==> src/rtl/ssdr_pkg.sv <==
// ----------------------------------------------------------------------------
// ssdr_pkg
// Shared types, constants and functions of the seven-segment digit reader:
// probe layout, controller commands and the digit decision tree.
// ----------------------------------------------------------------------------
package ssdr_pkg;

  localparam int PROBE_COUNT = 32;
  localparam int PROBE_IDX_W = 5;
  localparam int COORD_W     = 11;
  localparam int FLAG_COUNT  = 9;

  localparam logic [3:0] NO_MATCH = 4'd10;

  // Reciprocal multiply for a divide by three, exact for inputs below 1024
  localparam int DIV3_MUL   = 683;
  localparam int DIV3_SHIFT = 11;

  // Dark flag bit positions
  localparam logic [3:0] FLAG_LU  = 4'd0;
  localparam logic [3:0] FLAG_RU  = 4'd1;
  localparam logic [3:0] FLAG_MD  = 4'd2;
  localparam logic [3:0] FLAG_MM  = 4'd3;
  localparam logic [3:0] FLAG_MQU = 4'd4;
  localparam logic [3:0] FLAG_MQD = 4'd5;
  localparam logic [3:0] FLAG_MU  = 4'd6;
  localparam logic [3:0] FLAG_RD  = 4'd7;
  localparam logic [3:0] FLAG_LD  = 4'd8;

  typedef logic signed [COORD_W-1:0] coord_t;
  typedef logic [FLAG_COUNT-1:0]     flags_t;

  // Probe column base: box left, right edge, 2/3, 1/2 and 1/3 of the width
  typedef enum logic [2:0] {
    COL_X, COL_XW, COL_XW23, COL_XW2, COL_XW3
  } col_sel_e;

  // Probe row base: box top, bottom edge and fractions of the height
  typedef enum logic [2:0] {
    ROW_Y, ROW_YH, ROW_YH3, ROW_YH23, ROW_YH2, ROW_YH4, ROW_YH34
  } row_sel_e;

  typedef struct packed {
    col_sel_e           col_sel;
    row_sel_e           row_sel;
    logic signed [3:0]  col_off;
    logic signed [3:0]  row_off;
    logic [3:0]         flag;
  } probe_t;

  typedef struct packed {
    logic                   load_box;
    logic                   setup;
    logic                   probe_issue;
    logic [PROBE_IDX_W-1:0] probe_idx;
    logic                   write_pixel;
    logic                   load_out;
  } ssdr_cmd_t;

  typedef struct packed {
    logic pipe_busy;
  } ssdr_status_t;

  function automatic logic [8:0] div3(logic [9:0] n);
    logic [19:0] prod;
    prod = 20'(n) * 20'(DIV3_MUL);
    return 9'(prod >> DIV3_SHIFT);
  endfunction

  // Probe layout: segment runs in sweep order, offsets relative to the base
  function automatic probe_t probe_at(logic [PROBE_IDX_W-1:0] k);
    probe_t p;
    p.col_off = 4'sd0;
    p.row_off = 4'sd0;
    priority if (k < 5'd4) begin
      p.col_sel = COL_X;    p.row_sel = ROW_YH3;  p.col_off = 4'(k);
      p.flag = FLAG_LU;
    end else if (k < 5'd9) begin
      p.col_sel = COL_XW;   p.row_sel = ROW_YH3;  p.col_off = 4'(k - 5'd8);
      p.flag = FLAG_RU;
    end else if (k < 5'd11) begin
      p.col_sel = COL_XW23; p.row_sel = ROW_YH;   p.row_off = 4'(k - 5'd10);
      p.flag = FLAG_MD;
    end else if (k < 5'd16) begin
      p.col_sel = COL_XW2;  p.row_sel = ROW_YH2;  p.row_off = 4'(k - 5'd14);
      p.flag = FLAG_MM;
    end else if (k < 5'd19) begin
      p.col_sel = COL_XW2;  p.row_sel = ROW_YH4;  p.row_off = 4'(k - 5'd17);
      p.flag = FLAG_MQU;
    end else if (k < 5'd24) begin
      p.col_sel = COL_XW2;  p.row_sel = ROW_YH34; p.row_off = 4'(k - 5'd21);
      p.flag = FLAG_MQD;
    end else if (k < 5'd26) begin
      p.col_sel = COL_XW3;  p.row_sel = ROW_Y;    p.row_off = 4'(k - 5'd24);
      p.flag = FLAG_MU;
    end else if (k < 5'd29) begin
      p.col_sel = COL_XW;   p.row_sel = ROW_YH23; p.col_off = 4'(k - 5'd28);
      p.flag = FLAG_RD;
    end else begin
      p.col_sel = COL_X;    p.row_sel = ROW_YH23; p.col_off = 4'(k - 5'd29);
      p.flag = FLAG_LD;
    end
    return p;
  endfunction

  // Ordered decision tree, first matching rule wins
  function automatic logic [3:0] decide(flags_t f);
    logic lu, ru, md, mm, mqu, mqd, mu, rd, ld;
    logic [3:0] d;
    lu  = f[FLAG_LU];  ru  = f[FLAG_RU];  md = f[FLAG_MD];
    mm  = f[FLAG_MM];  mqu = f[FLAG_MQU]; mqd = f[FLAG_MQD];
    mu  = f[FLAG_MU];  rd  = f[FLAG_RD];  ld = f[FLAG_LD];
    d = NO_MATCH;
    priority if (mqu && !mm && !mqd && ru && !mu && rd) d = 4'd1;
    else if (!mqu && !mm && !mqd && ru && lu && mu) d = 4'd0;
    else if (mqd && !rd && ru && !lu && !md && mu) d = 4'd7;
    else if (mqd && !rd && !mqu && ru && md && !lu && mu) d = 4'd2;
    else if (!mqu && mm && mqd && ru && lu && !md && mu) d = 4'd9;
    else if (mm && mqd && ru && !mu && ld && !lu) d = 4'd4;
    else if (mm && !mqd && md && !mu && mqu && ld) d = 4'd6;
    else if (mm && !mqd && md && mu && !lu && !ld && rd) d = 4'd3;
    else if (mm && mu && md && !ru && lu) d = 4'd5;
    else if (mm && mu && md && ru && lu && !mqd) d = 4'd8;
    else d = NO_MATCH;
    return d;
  endfunction

endpackage

==> src/rtl/ssdr_ctrl.sv <==
// ----------------------------------------------------------------------------
// ssdr_ctrl
// Controller: accepts items, sequences the probe sweep and owns the result
// valid flag.
// ----------------------------------------------------------------------------
module ssdr_ctrl (
  input  logic                 clk_i,
  input  logic                 rst_ni,
  input  logic                 in_valid_i,
  input  logic                 in_op_i,
  output logic                 in_ready_o,
  output logic                 out_valid_o,
  input  logic                 out_ready_i,
  input  ssdr_pkg::ssdr_status_t status_i,
  output ssdr_pkg::ssdr_cmd_t  cmd_o
);

  localparam logic [2:0] ST_IDLE   = 3'd0;
  localparam logic [2:0] ST_SETUP  = 3'd1;
  localparam logic [2:0] ST_SWEEP  = 3'd2;
  localparam logic [2:0] ST_DRAIN  = 3'd3;
  localparam logic [2:0] ST_FINISH = 3'd4;

  localparam logic OP_WRITE = 1'b0;
  localparam logic [ssdr_pkg::PROBE_IDX_W-1:0] LAST_PROBE =
    ssdr_pkg::PROBE_IDX_W'(ssdr_pkg::PROBE_COUNT - 1);

  logic [2:0]                       state_q, state_d;
  logic [ssdr_pkg::PROBE_IDX_W-1:0] idx_q, idx_d;
  logic                             out_valid_q, out_valid_d;
  logic                             accept;

  assign in_ready_o  = (state_q == ST_IDLE);
  assign accept      = in_valid_i && in_ready_o;
  assign out_valid_o = out_valid_q;

  always_comb begin
    state_d           = state_q;
    idx_d             = idx_q;
    cmd_o             = '0;
    cmd_o.probe_idx   = idx_q;
    out_valid_d       = out_valid_q;
    if (out_valid_q && out_ready_i) begin
      out_valid_d = 1'b0;
    end
    unique case (state_q)
      ST_IDLE: begin
        if (accept) begin
          if (in_op_i == OP_WRITE) begin
            cmd_o.write_pixel = 1'b1;
          end else begin
            cmd_o.load_box = 1'b1;
            state_d        = ST_SETUP;
          end
        end
      end
      ST_SETUP: begin
        cmd_o.setup = 1'b1;
        idx_d       = '0;
        state_d     = ST_SWEEP;
      end
      ST_SWEEP: begin
        cmd_o.probe_issue = 1'b1;
        idx_d             = idx_q + 1'b1;
        if (idx_q == LAST_PROBE) begin
          state_d = ST_DRAIN;
        end
      end
      ST_DRAIN: begin
        if (!status_i.pipe_busy) begin
          state_d = ST_FINISH;
        end
      end
      ST_FINISH: begin
        if (!out_valid_q || out_ready_i) begin
          cmd_o.load_out = 1'b1;
          out_valid_d    = 1'b1;
          state_d        = ST_IDLE;
        end
      end
      default: begin
        state_d = ST_IDLE;
      end
    endcase
  end

  always_ff @(posedge clk_i or negedge rst_ni) begin
    if (!rst_ni) begin
      state_q     <= ST_IDLE;
      idx_q       <= '0;
      out_valid_q <= 1'b0;
    end else begin
      state_q     <= state_d;
      idx_q       <= idx_d;
      out_valid_q <= out_valid_d;
    end
  end

endmodule

==> config.mk <==
export PLATFORM = sky130hd
export DESIGN_NAME = ssdr_ctrl
export DESIGN_NICKNAME = d
export VERILOG_FILES = /design/src/rtl/ssdr_pkg.sv /design/src/rtl/ssdr_ctrl.sv
export SDC_FILE = /design/constraint.sdc
export NUM_CORES = 1
export LEC_CHECK = 0
export CAP_MARGIN = 15
export CORE_AREA = 2 2 39 41
export CTS_CLUSTER_DIAMETER = 120
export DETAILED_ROUTE_END_ITERATION = 10
export DIE_AREA = 0 0 41 43
export DONT_BUFFER_PORTS = 1
export HOLD_SLACK_MARGIN = 0.08
export SLEW_MARGIN = 20
export SYNTH_ARGS = -nofsm -noshare
export SYNTH_HDL_FRONTEND = slang
export SYNTH_SLANG_ARGS = --single-unit
==> constraint.sdc <==
create_clock -name clk_i -period 2 [get_ports clk_i]
set_clock_uncertainty 0.2 [all_clocks]
set_input_delay 0 -clock clk_i [delete_from_list [all_inputs] [get_ports clk_i]]
set_output_delay 0 -clock clk_i [all_outputs]
set_load 0.05 [all_outputs]
After elaboration in Yosys (flattened, before gate mapping)
Index checks and enable logic that the tools add are counted.
Storage, ports and cells
  bits in registers: 9
  input port bits: 6
  word-level logic and storage cells: 41
Cells by class
  $add $sub $neg: 1
  eq/ne operators: 10
  mux-type cells: 20
  reduce and logical (&&, ||, !) cells: 7
Operators with widths (count)
  $mux W3: 5
  $pmux W3 S5: 1
  $mux W1: 13
  $pmux W5 S2: 1
  $ne A2 B2 Y1 const B: 4
  $eq A3 B2 Y1 const B: 2
  $add A5 B1 Y5 const B: 1
  $eq A5 B5 Y1 const B: 1
  $reduce_and A5 Y1: 1
  $eq A3 B1 Y1 const B: 1
  $eq A3 B3 Y1 const B: 1
  $logic_not A3 Y1: 1
  $logic_and A1 B1 Y1: 2
  $ne A2 B1 Y1 const B: 1
  $reduce_bool A2 Y1: 1
  $logic_not A1 Y1: 1
  $logic_or A1 B1 Y1: 1

Depth between registers and ports, before layout
Gate-level depths: netlist of run 1.
  depth in word-level cells: 4
  mapped depth: 5
  gate-level depth less buffers: 5

Least setup slack after synthesis of run 1
Ideal clock, no wire load.
  path kind: register to output
  from: reg state_q[1]
  to: out cmd_o[1] (netlist bit)
  arrival time: 2451 ps
  data required time: 1800 ps
  slack: -651 ps
  cell stages (with the launch flop): 5
  buffers on the path: 1
  cell sequence: dfrtp_1 > buf_6 > nor3_1 > nand2_1 > nor2_1
RTL lines
  start, declared: RTL line ssdr_ctrl.sv:28  | logic [2:0] state_q, state_d;
  start signal, assigned: RTL line ssdr_ctrl.sv:93  | state_q <= state_d;
  end, declared: RTL line ssdr_ctrl.sv:15  | output ssdr_pkg::ssdr_cmd_t cmd_o

==> metrics.cfg, run 1 <==
[run_status]
status = complete, no violations

[placement]
post-dp-hpwl_um = 760.3
io_buffer_count = 0
gp_congestion = 0.6985

[route]
route.detailed.wl_per_inst_um = 13.39
drc = 0
routed_wl_um = 1018
drtIter0Drc = 8
postRouteAntennaNets = 0
viasPerCell = 5.066
drt_pass1_iterations = 2
vias = 385

[timing]
hold_viol_final = 0
setup_violations = 0
fmax_mhz = 585.8
fin_setup_tns_ns = 0
period_share_pct = 85.36
finalMaxSlewViolations = 0
rsz0062_at_grt = no
tightest_slew_ns = 0.5304
period_needed_ns = 1.707
relSlewSlack_pct = 64.64

[clock_network]
cts_resized = 0
clkSlewWorstSetupHoldPaths_ns = 0.06
clk_path_buf_depth = 2
clkLatencyLatePin_ns = 0.27
cts_hold_buffers = 6
cts_buffers = 3
h-tree-depth = 1
postCtsSetupRepairBufs = 0
root_buffer = clkbuf_4
cts.sinks = 9
cts_tree = yes

[pwr]
seq_power_share_pct = 29.5
pwr-share-clk_pct = 12.0
vdd_drop_max_v = 0.0009703
pwr-share-comb_pct = 58.4
p_int_w = 0.0005952
power.leakage_nw = 0.3239
p_switching_w = 0.0006091
swShare_pct = 50.58
p_per_area_nw_per_um2 = 1789
power_w = 0.001204

[synth]
synth_edf_count = 0
synth_area_leaders = dfrtp_1 46%, ha_1 5.2%, a22o_2 4.1%, mux2i_1 4.1%, and3_1 3.9%
synthFlopType = dfrtp_1
syn-instance-count = 43
avgSynthCellArea_um2 = 11.29
yosys.area_share.simple_pct = 27.58
syn_nets = 51
muxShareOfSynthArea_pct = 7.216
synth_fa_ha_area_share_pct = 5.155
synth_top_family_by_area = simple AND/OR/NAND/NOR gates
synth_area_leader_cell = dfrtp_1
async_flop_share_pct = 100.0
ys_ff_latch = 9
yosysWarnings = 0
yosys.cell_types.count = 22
synth_compound_area_share_pct = 9.794
synth_xor_area_share_pct = 0
netlist_area_um2 = 485.5
yosysSeqAreaShare_pct = 46.39
netlist.area_leader.share_pct = 46.39

[critical_path]
reg2reg_depth = 4
setup.worst_path.end = cmd_o[0]
cpMaxStageDelayCell = dfrtp_1
cp_num_cells = 2
path_class = flip-flop to output pin
end_kind = output pin
crit_family = simple AND/OR/NAND/NOR gates
path_max_fanout = 3
startpoint = out_valid_o
worstPathArrival_ns = 1.51
reg2reg_slack_ns = 0.38
crit_buf_inv = 0
rr_endpoint = idx_q[4]
worstPathCellList = nand2b_1, and3_1
start_kind = flip-flop
required_ns = 1.80
slowest_delay_ns = 0.56
r2r-start = idx_q[0]

[global_route]
antenna_found_initial = 0
grt_pass1_wl_um = 1690
grt_max_degree = 10
grt_usage_pct = 14.82
grt_pass1_vias = 399
grt_overflow = 0

[floorplan]
die_width_um = 41
pin_count = 18
initial_utilization_pct = 35.08
coreArea_um2 = 1384
die_h_um = 43
num_rows = 14
dieArea_um2 = 1763

[finish]
drive_gt1_share_pct = 31.67
syn_to_final_growth_pct = 38.66
fin_nets = 69
antennaDiodeCount = 0
fill_cells = 137

[min_path]
hold_path_class = input pin to output pin
holdCritStartpoint = in_valid_i

[flow_run]
max-cap-violations = 0

-- metrics by stage --
step / area [µm²] / worst slack (ns) / util (%) / cells / hold slack (ns)
2_1_floorplan: 493.0 / 0.01550 / - / 43 / -0.4956
3_3_place_gp: 586.8 / 0.4459 / 42.41 / 66 / -0.4953
3_5_place_dp: 586.8 / 0.3766 / 42.41 / 66 / -0.4953
4_1_cts: 673.1 / 0.2820 / 48.64 / 76 / 0.1030
5_1_grt: 673.1 / 0.2179 / 48.64 / 76 / 0.1056
6_report: 673.1 / 0.2928 / 48.64 / 76 / 0.1019
-- power by group through the flow --
stage	registers [W]	logic [W]	clock network (W)
4_1_cts	0.000356	0.000711	0.000148
5_1_grt	0.000365	0.000757	0.000160
3_3_place_gp	0.000357	0.000689	0
2_1_floorplan	0.000478	0.000410	0
3_5_place_dp	0.000360	0.000695	0
6_report	0.000356	0.000704	0.000145
-- cell usage in the layout (no fill, tap or decap), types with 2 or more instances in the layout --
cell type	count
dfrtp_1	9
buf_4	7
dlygate4sd3_1	6
and3_1	3
nand2_1	3
clkbuf_4	3
nor2_1	2
nand2b_1	2
nor2b_1	2
mux2i_1	2
nand3b_1	2
a22o_2	2
nand3_1	2
ha_1	2
buf_12	2
-- logic make-up (layout without fill, tap and decap cells) --
group / Yosys count / in the layout
compound gates: 6 / 6
buf+inv: 2 / 19
flops: 9 / 9
simple gates: 21 / 21
fa+ha+maj: 2 / 2
mux: 3 / 3
-- sequential cells by signal, indices dropped and copies added, names as in the netlist --
signal / cells
out_valid_o: 1
idx_q: 5
state_q: 3
-- Yosys cell counts (2+ instances only) --
| cell type | n |
|---|---|
| nand3b_1 | 2 |
| dfrtp_1 | 9 |
| ha_1 | 2 |
| mux2i_1 | 2 |
| nor2_1 | 3 |
| a22o_2 | 2 |
| nor2b_1 | 2 |
| nand2_1 | 3 |
| and3_1 | 3 |
| nand3_1 | 2 |
| nand2b_1 | 2 |
-- per-layer routing --
metal  vias up  routed length (µm)  share of wire (%)  global-route usage (%)
li1        194                   -                  -                       -
met1       173                 471                 46                   18.00
met2        14                 443                 44                   20.31
met3         4                  74                7.3                   4.712
met4         0                  28                2.8                   12.00
met5         -                   0                  0                       0
-- final cells by class --
| class | count | area [µm²] | area share (%) |
|---|---|---|---|
| multi-input combinational | 32 | 249.0 | 36.99 |
| sequential | 9 | 225.2 | 33.46 |
| clock buffer | 4 | 26.28 | 3.903 |
| tap | 16 | 20.02 | 2.974 |
| timing repair buffer | 15 | 152.6 | 22.68 |
-- worst min-delay path by stage --
| stage | depth (start not counted) | endpoint | slack [ns] |
|---|---|---|---|
| final | 2 | cmd_o[9] | 0.10 |
| after global routing | 2 | cmd_o[9] | 0.11 |
| after CTS | 2 | cmd_o[9] | 0.10 |
| after detailed placement | 0 | state_q[2] | -0.50 |
| after global placement | 0 | state_q[1] | -0.50 |
| after floorplan | 0 | idx_q[0] | -0.50 |
(Power assumes the default switching activity.)
==> run 2, diff against run 1 <==
clock period = 1.45 ns   (was 2 ns; I/O delays follow)
==> metrics.cfg, run 2 (synthesis gave the netlist of run 1 again) <==
[placement]
pre_cts_ws_ns = -0.04369  ; -0.4203 ns
post-place-cells = 73  ; +11%
io_buffer_count = 0  ; unchanged
postPlaceCellArea_um2 = 690.7  ; +18%
post-dp-hpwl_um = 873.4  ; +15%
gp_congestion = 0.7281  ; +4.2%

[floorplan]
pin_count = 18  ; unchanged
initial_utilization_pct = 35.08  ; unchanged
die_h_um = 43  ; unchanged
die_width_um = 41  ; unchanged
num_rows = 14  ; unchanged
dieArea_um2 = 1763  ; unchanged
coreArea_um2 = 1384  ; unchanged

[critical_path]
r2r-start = state_q[2]
required_ns = 1.44  ; -0.36 ns
worstPathArrival_ns = 1.61  ; +0.10 ns
path_class = flip-flop to flip-flop
crit_buf_inv = 2  ; +2
cpMaxStageDelayCell = dfrtp_2
end_kind = flip-flop
slowest_delay_ns = 0.43  ; -0.13 ns
path_max_fanout = 3  ; unchanged
start_kind = flip-flop
reg2reg_slack_ns = -0.17  ; -0.55 ns
reg2reg_depth = 5  ; +1
rr_endpoint = idx_q[2]
worstPathCellList = buf_4, nor3b_4, buf_6, mux2i_1, a22o_1
crit_family = flip-flops

[timing]
setup_violations = 10  ; +10
period_share_pct = 111.9
relSlewSlack_pct = 72.27  ; +7.6 points
fin_setup_tns_ns = -1.130  ; -1.130 ns
tightest_slew_ns = 0.4146  ; -0.1158 ns
hold_viol_final = 0  ; unchanged
finalMaxSlewViolations = 0  ; unchanged
whs_ns = 0.2956  ; +0.1937 ns
period_needed_ns = 1.622
fmax_mhz = 616.5
rsz0062_at_grt = yes
worst_slack_ns = -0.1721  ; -0.4649 ns

[clock_network]
h-tree-depth = 1  ; unchanged
clkSlewWorstSetupHoldPaths_ns = 0.06  ; about the same
cts_tree = yes
clkLatencyLatePin_ns = 0.26  ; about the same
cts.sinks = 9  ; unchanged
clk_path_buf_depth = 2  ; unchanged
cts_buffers = 3  ; unchanged
root_buffer = clkbuf_4

[flow_run]
max-cap-violations = 0  ; unchanged

[route]
postRouteAntennaNets = 0  ; unchanged
drc = 0  ; unchanged
routed_wl_um = 1226  ; +20%
drt_pass1_iterations = 4  ; +2
route.detailed.wl_per_inst_um = 13.47  ; +0.58%
viasPerCell = 5.033  ; -0.65%
vias = 458  ; +19%
drtIter0Drc = 3  ; -5

[finish]
final_cell_mix = 14 x buf_4, 6 x dlygate4sd3_1, 6 x buf_6
final_cell_area_um2 = 893.4  ; +33%
regMostFlops = idx_q
fin_nets = 84  ; +22%
fin_cells = 91  ; +20%
drive_gt1_share_pct = 62.67  ; +31 points
largest_reg_flops = 5  ; unchanged
layout_commonest_cell = buf_4
syn_to_final_growth_pct = 84.02
antennaDiodeCount = 0  ; unchanged

[min_path]
hold_path_class = input pin to flip-flop
holdPathStages = 3  ; +1
holdCritStartpoint = out_ready_i
hold_path_end = out_valid_o

[pwr]
vdd_drop_max_v = 0.001481  ; +53%
power.leakage_nw = 0.4020  ; +24%
p_per_area_nw_per_um2 = 2369  ; +32%

[run_status]
status = complete, but fails checks
violations = negative setup slack

[global_route]
grt_pass1_wl_um = 2007  ; +19%
antenna_found_initial = 0  ; unchanged
grt_max_degree = 10  ; unchanged
grt_overflow = 0  ; unchanged
grt_usage_pct = 17.52  ; +2.7 points
grt_pass1_vias = 480  ; +20%

## run 2: cell count changes in the layout (fill, tap and decap cells not counted), moves of 2 or more
cell / change
dfrtp_1: -5
nor2_1: -2
buf_4: +7
buf_8: +2
and3_4: +3
dfrtp_2: +5
ha_4: +2
buf_6: +6
and3_1: -3
ha_1: -2
## run 2: how the worst max path moves through the flow
| stage | slack [ns] | from | end | cells past startpoint |
|---|---|---|---|---|
| after floorplan | -0.37 | state_q[2] | idx_q[3] | 4 |
| after global placement | -0.02 | idx_q[1] | idx_q[4] | 4 |
| after detailed placement | -0.04 | idx_q[1] | idx_q[4] | 4 |
| after CTS | -0.17 | state_q[0] | cmd_o[1] | 5 |
| after global routing | -0.26 | state_q[2] | cmd_o[1] | 5 |
| final | -0.17 | state_q[2] | idx_q[2] | 5 |
## run 2: final cells by class
cell class | count | area, µm²
multi-input cells | 32 | 311.5
well taps | 16 | 20.02
repair buffers | 30 | 302.8
flip-flops and latches | 9 | 231.5
clock buffers | 3 | 22.52
fillers | 112 | 490.5
clock inverters | 1 | 5.005
## run 2: worst reg2reg max path, stage by stage (launching register included)
cell and delay (ns):
dfrtp_2 0.43, buf_4 0.15, nor3b_4 0.24, buf_6 0.15, mux2i_1 0.21, a22o_1 0.16
## run 2: metal layers
layer | share of wire, % | GRT usage (%) | vias up
met5 | 0 | 0 | -
met4 | 0 | 10.00 | 0
met3 | 5.0 | 4.712 | 0
met2 | 56 | 26.56 | 11
met1 | 39 | 21.21 | 225
li1 | - | - | 222
## run 2: timing repair
item | 4_1_cts | 5_1_grt
buffers inserted | 3 | 5
pin swaps | 4 | 3
cloned | 0 | 0
hold buffers | 5 | 1
setup endpoints to repair | 8 | 11
hold endpoints to repair | 15 | 3
gates resized for setup | 12 | 3
## run 2: metrics by stage
step | util [%] | power, W
2_1_floorplan | - | 0.001313
3_3_place_gp | 49.91 | 0.001599
3_5_place_dp | 49.91 | 0.001645
4_1_cts | 60.22 | 0.002051
5_1_grt | 64.56 | 0.002243
6_report | 64.56 | 0.002116
## run 2: power by group
group          total [W]  internal, W  leakage (nW)  switching, W
Sequential      0.000449     0.000356         0.109     0.0000925
Clock           0.000186     0.000101        0.0177     0.0000846
Combinational    0.00148     0.000680         0.276      0.000801
